==> src/hw/rtl/assert_macros.svh <==
// Assertion helpers for the RTL files; only rank_assigner_top includes them.
`ifndef ASSERT_MACROS_SVH
`define ASSERT_MACROS_SVH

// Implication checked on every clock edge outside reset.
`define RA_ASSERT(lbl, clk, rst_n, prop, msg) \
  lbl: assert property (@(posedge clk) disable iff (!rst_n) prop) else $error(msg);

// Condition that must never be true outside reset.
`define RA_NEVER(lbl, clk, rst_n, cond, msg) \
  lbl: assert property (@(posedge clk) disable iff (!rst_n) !(cond)) else $error(msg);

`endif

==> src/hw/rtl/ra_pkg.sv <==
`default_nettype none
package ra_pkg;

  localparam int MAX_COUNT = 64;
  localparam int IDX_W     = $clog2(MAX_COUNT);
  localparam int CNT_W     = $clog2(MAX_COUNT + 1);
  localparam int VALUE_W   = 32;
  localparam int RANK_W    = 6;

  typedef struct packed {
    logic signed [VALUE_W-1:0] value;
    logic                      last_value;
  } ra_in_t;

  typedef struct packed {
    logic [RANK_W-1:0] rank;
    logic              last_rank;
  } ra_out_t;

  typedef struct packed {
    logic store;
    logic rank_init;
    logic rd_i;
    logic cap_i;
    logic sweep;
    logic emit;
  } ra_cmd_t;

  typedef struct packed {
    logic last_j;
    logic last_i;
    logic out_free;
  } ra_sts_t;

endpackage
`default_nettype wire

==> src/hw/rtl/rank_assigner_top.sv <==
//  Channel   Direction  Handshake          Request fields
//  in_       input      in_valid/in_ready  value, last_value
//  out_      output     out_valid/out_ready rank, last_rank
//
//  Values are accepted one a cycle while the controller is idle, and stored while there is room.
//  After the flagged request, each stored value is ranked in turn: it is read and captured,
//  then all entries are swept past one comparator through the single memory read port,
//  and the count of smaller entries is emitted as its rank.
//  Reset (rst_n low, synchronous) empties the store; out_ready stalls only the emit step.
`default_nettype none
`include "assert_macros.svh"
module rank_assigner_top (
  input  wire logic           clk,
  input  wire logic           rst_n,
  input  wire logic           in_valid,
  output logic                in_ready,
  input  wire ra_pkg::ra_in_t in_data,
  output logic                out_valid,
  input  wire logic           out_ready,
  output ra_pkg::ra_out_t     out_data
);
  import ra_pkg::*;

  ra_cmd_t cmd;
  ra_sts_t sts;

  ra_ctrl u_ctrl (
    .clk      (clk),
    .rst_n    (rst_n),
    .in_valid (in_valid),
    .in_last  (in_data.last_value),
    .in_ready (in_ready),
    .sts      (sts),
    .cmd      (cmd)
  );

  ra_datapath u_dp (
    .clk       (clk),
    .rst_n     (rst_n),
    .in_data   (in_data),
    .cmd       (cmd),
    .sts       (sts),
    .out_valid (out_valid),
    .out_ready (out_ready),
    .out_data  (out_data)
  );

  `RA_ASSERT(a_emit_free, clk, rst_n, cmd.emit |-> sts.out_free, "Result overwritten")
  `RA_ASSERT(a_last_starts, clk, rst_n, (in_valid && in_ready && in_data.last_value) |=> !in_ready, "Ranking did not start")
  `RA_NEVER(a_store_busy, clk, rst_n, cmd.store && (cmd.sweep || cmd.emit), "Store while ranking")

endmodule
`default_nettype wire

==> src/hw/rtl/ra_datapath.sv <==
`default_nettype none
module ra_datapath (
  input  wire logic           clk,
  input  wire logic           rst_n,
  input  wire ra_pkg::ra_in_t in_data,
  input  wire ra_pkg::ra_cmd_t cmd,
  output ra_pkg::ra_sts_t     sts,
  output logic                out_valid,
  input  wire logic           out_ready,
  output ra_pkg::ra_out_t     out_data
);
  import ra_pkg::*;

  logic signed [VALUE_W-1:0] mem [MAX_COUNT];
  logic signed [VALUE_W-1:0] rdata_r;
  logic signed [VALUE_W-1:0] vi_r, vi_nxt;
  logic [CNT_W-1:0]          count_r, count_nxt;
  logic [IDX_W-1:0]          i_r, i_nxt;
  logic [IDX_W-1:0]          j_r, j_nxt;
  logic [CNT_W-1:0]          smaller_r, smaller_nxt;
  logic                      cmp_v_r, cmp_v_nxt;
  logic                      out_valid_r, out_valid_nxt;
  ra_out_t                   out_data_r, out_data_nxt;
  logic [IDX_W-1:0]          rd_addr;
  logic                      room;
  logic [CNT_W-1:0]          last_idx;

  assign room     = count_r < CNT_W'(MAX_COUNT);
  assign last_idx = count_r - CNT_W'(1);
  assign rd_addr  = cmd.rd_i ? i_r : j_r;

  assign sts.last_j   = {{(CNT_W-IDX_W){1'b0}}, j_r} == last_idx;
  assign sts.last_i   = {{(CNT_W-IDX_W){1'b0}}, i_r} == last_idx;
  assign sts.out_free = !out_valid_r || out_ready;

  assign out_valid = out_valid_r;
  assign out_data  = out_data_r;

  always_ff @(posedge clk) begin
    if (cmd.store && room) begin
      mem[count_r[IDX_W-1:0]] <= in_data.value;
    end
    rdata_r <= mem[rd_addr];
  end

  always_comb begin
    count_nxt     = count_r;
    i_nxt         = i_r;
    j_nxt         = j_r;
    vi_nxt        = vi_r;
    smaller_nxt   = smaller_r;
    cmp_v_nxt     = cmd.sweep;
    out_valid_nxt = out_valid_r;
    out_data_nxt  = out_data_r;
    if (cmd.store && room) begin
      count_nxt = count_r + CNT_W'(1);
    end
    if (cmd.rank_init) begin
      i_nxt = '0;
    end
    if (cmd.cap_i) begin
      vi_nxt      = rdata_r;
      j_nxt       = '0;
      smaller_nxt = '0;
    end else if (cmp_v_r && (rdata_r < vi_r)) begin
      smaller_nxt = smaller_r + CNT_W'(1);
    end
    if (cmd.sweep) begin
      j_nxt = j_r + IDX_W'(1);
    end
    if (out_ready) begin
      out_valid_nxt = 1'b0;
    end
    if (cmd.emit) begin
      out_valid_nxt          = 1'b1;
      out_data_nxt.rank      = smaller_r[RANK_W-1:0];
      out_data_nxt.last_rank = sts.last_i;
      if (sts.last_i) begin
        count_nxt = '0;
      end else begin
        i_nxt = i_r + IDX_W'(1);
      end
    end
  end

  always_ff @(posedge clk) begin
    if (!rst_n) begin
      count_r     <= '0;
      cmp_v_r     <= 1'b0;
      out_valid_r <= 1'b0;
    end else begin
      count_r     <= count_nxt;
      cmp_v_r     <= cmp_v_nxt;
      out_valid_r <= out_valid_nxt;
    end
    i_r        <= i_nxt;
    j_r        <= j_nxt;
    vi_r       <= vi_nxt;
    smaller_r  <= smaller_nxt;
    out_data_r <= out_data_nxt;
  end

endmodule
`default_nettype wire

==> src/hw/rtl/ra_ctrl.sv <==
`default_nettype none
module ra_ctrl (
  input  wire logic            clk,
  input  wire logic            rst_n,
  input  wire logic            in_valid,
  input  wire logic            in_last,
  output logic                 in_ready,
  input  wire ra_pkg::ra_sts_t sts,
  output ra_pkg::ra_cmd_t      cmd
);
  import ra_pkg::*;

  typedef enum logic [2:0] {
    S_IDLE,
    S_RD_I,
    S_CAP_I,
    S_SWEEP,
    S_DRAIN,
    S_EMIT
  } state_t;

  state_t state_r, state_nxt;

  assign in_ready = (state_r == S_IDLE);

  always_comb begin
    cmd           = '0;
    state_nxt     = state_r;
    cmd.store     = in_valid && in_ready;
    cmd.rank_init = cmd.store && in_last;
    case (state_r)
      S_IDLE: begin
        if (cmd.rank_init) begin
          state_nxt = S_RD_I;
        end
      end
      S_RD_I: begin
        cmd.rd_i  = 1'b1;
        state_nxt = S_CAP_I;
      end
      S_CAP_I: begin
        cmd.cap_i = 1'b1;
        state_nxt = S_SWEEP;
      end
      S_SWEEP: begin
        cmd.sweep = 1'b1;
        if (sts.last_j) begin
          state_nxt = S_DRAIN;
        end
      end
      S_DRAIN: begin
        state_nxt = S_EMIT;
      end
      S_EMIT: begin
        if (sts.out_free) begin
          cmd.emit  = 1'b1;
          state_nxt = sts.last_i ? S_IDLE : S_RD_I;
        end
      end
      default: begin
        state_nxt = S_IDLE;
      end
    endcase
  end

  always_ff @(posedge clk) begin
    if (!rst_n) begin
      state_r <= S_IDLE;
    end else begin
      state_r <= state_nxt;
    end
  end

endmodule
`default_nettype wire
==> config.mk <==
export PLATFORM = sky130hd
export DESIGN_NAME = rank_assigner_top
export DESIGN_NICKNAME = d
export VERILOG_FILES = /design/src/hw/rtl/ra_pkg.sv /design/src/hw/rtl/rank_assigner_top.sv /design/src/hw/rtl/ra_datapath.sv /design/src/hw/rtl/ra_ctrl.sv
export VERILOG_INCLUDE_DIRS = /design/src /design/src/hw/rtl
export SDC_FILE = /design/constraint.sdc
export NUM_CORES = 2
export LEC_CHECK = 0
export BUFFER_PORTS_ARGS = -buffer_cell sky130_fd_sc_hd__buf_2
export CORE_UTILIZATION = 55
export DETAILED_ROUTE_END_ITERATION = 8
export GPL_TIMING_DRIVEN = 0
export PLACE_DENSITY_LB_ADDON = 0.15
export SETUP_SLACK_MARGIN = 0.5
export SLEW_MARGIN = 10
export SYNTH_ARGS = -nofsm -noshare
export SYNTH_HDL_FRONTEND = slang
export SYNTH_SLANG_ARGS = --single-unit
==> constraint.sdc <==
create_clock -name clk -period 4.96 [get_ports clk]
set_input_delay 0.496 -clock clk [delete_from_list [all_inputs] [get_ports clk]]
set_output_delay 0.496 -clock clk [all_outputs]
set_load 0.02 [all_outputs]
==> metrics.cfg <==
[worst_setup_path]
cpPeakStageDelay_ns=0.75
crit_required_ns=5.69
critPathSlowestCell=a22oi_1
path_class=flip-flop to flip-flop
arrival_ns=5.31
worstPathMaxFanout=10
cp_common_cell=buf_2
cp-start-kind=flip-flop
path_cells=buf_2, or3b_1, buf_4, mux2i_2, nand2b_1, buf_2, nor2_2, clkbuf_1, a22oi_1, nand3_2, or3_1
crit_path_end_kind=flip-flop

[global_routing]
grt_overflow=0
grt_pass1_wl_um=370100
grt_usage_pct=35.96
antenna_found_initial=21
grt_max_degree=65
grt_pass1_vias=46456

[route]
first_pass_iters=9
dr_total_vias=49671
drtAntennaViolNets=0
drt_iter0_drc=8102
viasPerCell=6.643
routedWlPerCell_um=36.51
wirelength_um=273000
drc=2

[sta]
setup_viol=0
post-route-period-util_pct=92.27
final_hold_viol_count=0
finalWorstSetupSlack_ns=0.3833
fmax_ghz=0.2185
slew_headroom_pct=8.868
worstMarginPinSlew_ns=1.367
fin_worst_skew_ns=0.04266
slew_viol_final=0
rsz0062_at_grt=yes
post-route-min-period_ns=4.577

[cells_and_area]
drive_gt1_share_pct=18.18
fillCellCount=10283
num-nets-final=5342
area_delta_synth_final_pct=15.39

[clock_network]
clockBufferDepth=3
cts.clk_slew.worst_paths_ns=0.06
cts_sinks=2149
clock_latency_ns=0.87
root_buffer=clkbuf_16
htreeDepth=4
cts_tree=built
numCtsBuffers=210

[floorplan]
rows=142
io_pins=46
dieArea_sq_um=153100
initial_core_util_pct=55.50
die_w_um=391.2
core_sq_um=150100
dieHeight_um=391.2

[pwr]
p_per_area_nw_per_um2=444.8
peakVddDrop_uv=335.9
power_leakage_nw=31.70
p_total_w=0.04276

[run_status]
status=finished with violations
violations=design-rule violations

[logic_synthesis]
syn_nets=4982
synth-edff-count=2093
syn_avg_cell_area_sq_um=16.97
syn-cell-area_sq_um=83320
synth_cell_type_count=69
synthArstFlopShare_pct=0
synth_flop_cell=edfxtp_1
synth-seq-cells=2149
synth_warnings=0
syn_inst=4909
yosysSeqAreaShare_pct=76.78

[run]
maxCapViolations=0

[place]
hpwlAfterDp_um=184500
io_buffers=45
place_congestion=0.9955
post-place-ws_ns=-0.7345

[min_path]
min_path_type=primary input to flip-flop

[state kept, by name, indices dropped and copies added, names as in the netlist]
register and count:
u_dp.i_r 6, u_dp.mem 2048, u_dp.cmp_v_r 1, u_dp.out_valid 1
u_dp.out_data 7, u_dp.j_r 6, u_ctrl.state_r 3, u_dp.rdata_r 32
u_dp.count_r 7, u_dp.smaller_r 6, u_dp.vi_r 32
[cell type report]
cell class	count	area (sq um)	share of cell area, %
Antenna cell	5	12.51	0.01301
Buffer	277	1471	1.530
Clock buffer	270	5612	5.837
Clock inverter	129	1280	1.331
Inverter	47	176.4	0.1835
Multi-Input combinational cell	2436	18600	19.35
Sequential cell	2149	63970	66.54
Tap cell	2016	2522	2.624
Timing Repair Buffer	148	2492	2.592
[synth_stat cells, drive strengths merged, types with 12 or more instances]
cell type	number	share of area (%)
a21oi	62	0.40
nand2	855	3.9
ha	36	0.54
mux2i	229	2.8
nor2	113	0.52
o2111ai	42	0.44
o211ai	16	0.14
buf	177	1.2
a22oi	98	0.88
a32oi	43	0.45
dfxtp	56	1.3
or3	16	0.12
a32o	12	0.14
nand3	361	2.2
and3	15	0.11
nor3	26	0.17
o21ai	38	0.23
mux4	229	6.2
clkbuf	100	0.45
or4	14	0.13
nand4	58	0.44
edfxtp	2093	75
inv	47	0.21
a31oi	29	0.22
[per-stage QoR]
step | cell area [sq um] | util, % | hold WS (ns) | setup TNS, ns | cells
4_1_cts | 95870 | 63.86 | 0.01337 | 0 | 7467
2_1_floorplan | 83320 | - | 0.4030 | 0 | 4909
3_3_place_gp | 86070 | 57.33 | 0.4205 | -1913.50 | 6970
6_report | 96140 | 64.04 | 0.04764 | 0 | 7477
5_1_grt | 96130 | 64.03 | 0.02564 | 0 | 7472
3_5_place_dp | 88660 | 59.05 | 0.4203 | -6.339 | 7061
[per-layer routing]
| metal | wire (um) | track usage, % | vias to the layer above |
|---|---|---|---|
| met2 | 119900 | 52.59 | 3744 |
| met3 | 38610 | 11.88 | 754 |
| met4 | 17700 | 20.61 | 18 |
| met1 | 96690 | 47.44 | 25162 |
| met5 | 115 | 0.03190 | - |
| li1 | - | - | 19993 |
[worst max-delay path, delay by kind of cell (launching register included)]
| kind | cells | cell delay [ns] |
|---|---|---|
| flip-flops | 1 | 0.29 |
| multiplexers | 1 | 0.47 |
| buffers and inverters | 4 | 1.17 |
| AND/OR/NAND/NOR | 5 | 1.72 |
| AO/OA/AOI/OAI | 1 | 0.75 |
[where the power goes]
| part | leakage, nW | switching (W) | internal, W |
|---|---|---|---|
| sequential | 19.3 | 0.000149 | 0.0202 |
| clock | 3.39 | 0.00699 | 0.00907 |
| combinational | 9.02 | 0.00447 | 0.00184 |
[cells in the final DEF, fill, tap and decap left out, types with 47 or more instances in the layout]
| master | netlist | routed |
|---|---|---|
| edfxtp_1 | 2093 | 2093 |
| nand2_1 | 855 | 855 |
| nand3_1 | 361 | 351 |
| mux4_2 | 229 | 229 |
| mux2i_1 | 229 | 225 |
| clkbuf_16 | 0 | 211 |
| clkbuf_1 | 99 | 126 |
| buf_2 | 108 | 124 |
| a22oi_1 | 98 | 77 |
| nor2_4 | 0 | 65 |
| buf_12 | 2 | 64 |
| a21oi_1 | 60 | 60 |
| nand4_1 | 58 | 58 |
| dfxtp_1 | 56 | 56 |
| clkinv_2 | 0 | 50 |
| buf_4 | 14 | 47 |
[timing repair]
item                                   4_1_cts  5_1_grt
pin swaps                                    1        3
buffers inserted                             2        5
gates resized for setup                     62       52
setup endpoints to repair                   31       47
gates cloned                                 0        0
hold buffers                                 5        0
endpoints found under the hold margin       24        0
[path summary, 6_finish.rpt]
path,from,endpoint,slack (ns),cells after the start
worst max-delay path,u_ctrl.state_r[2]$_SDFFE_PN0P_,u_dp.rdata_r[19]$_DFF_P_,0.38,11
worst min-delay path,in_data[15],u_dp.mem[51][14]$_DFFE_PP_,0.05,1
worst max register to register,u_ctrl.state_r[2]$_SDFFE_PN0P_,u_dp.rdata_r[19]$_DFF_P_,0.38,11
worst min register to register,u_dp.rdata_r[16]$_DFF_P_,u_dp.vi_r[16]$_DFFE_PP_,0.44,0
[cells by family (layout without fill, tap and decap cells)]
kind of cell / count (synthesis) / count (layout) / share of synthesized area (%)
flops: 2149 / 2149 / 76.78
simple gates: 1509 / 1509 / 7.960
mux: 460 / 460 / 8.968
compound gates: 409 / 409 / 3.609
buf+inv: 324 / 871 / 1.879
fa+ha+maj: 36 / 36 / 0.5406
xor+xnor: 22 / 22 / 0.2658
other cells: 0 / 5 / 0
Note: power is estimated with default switching activity, not from simulation.
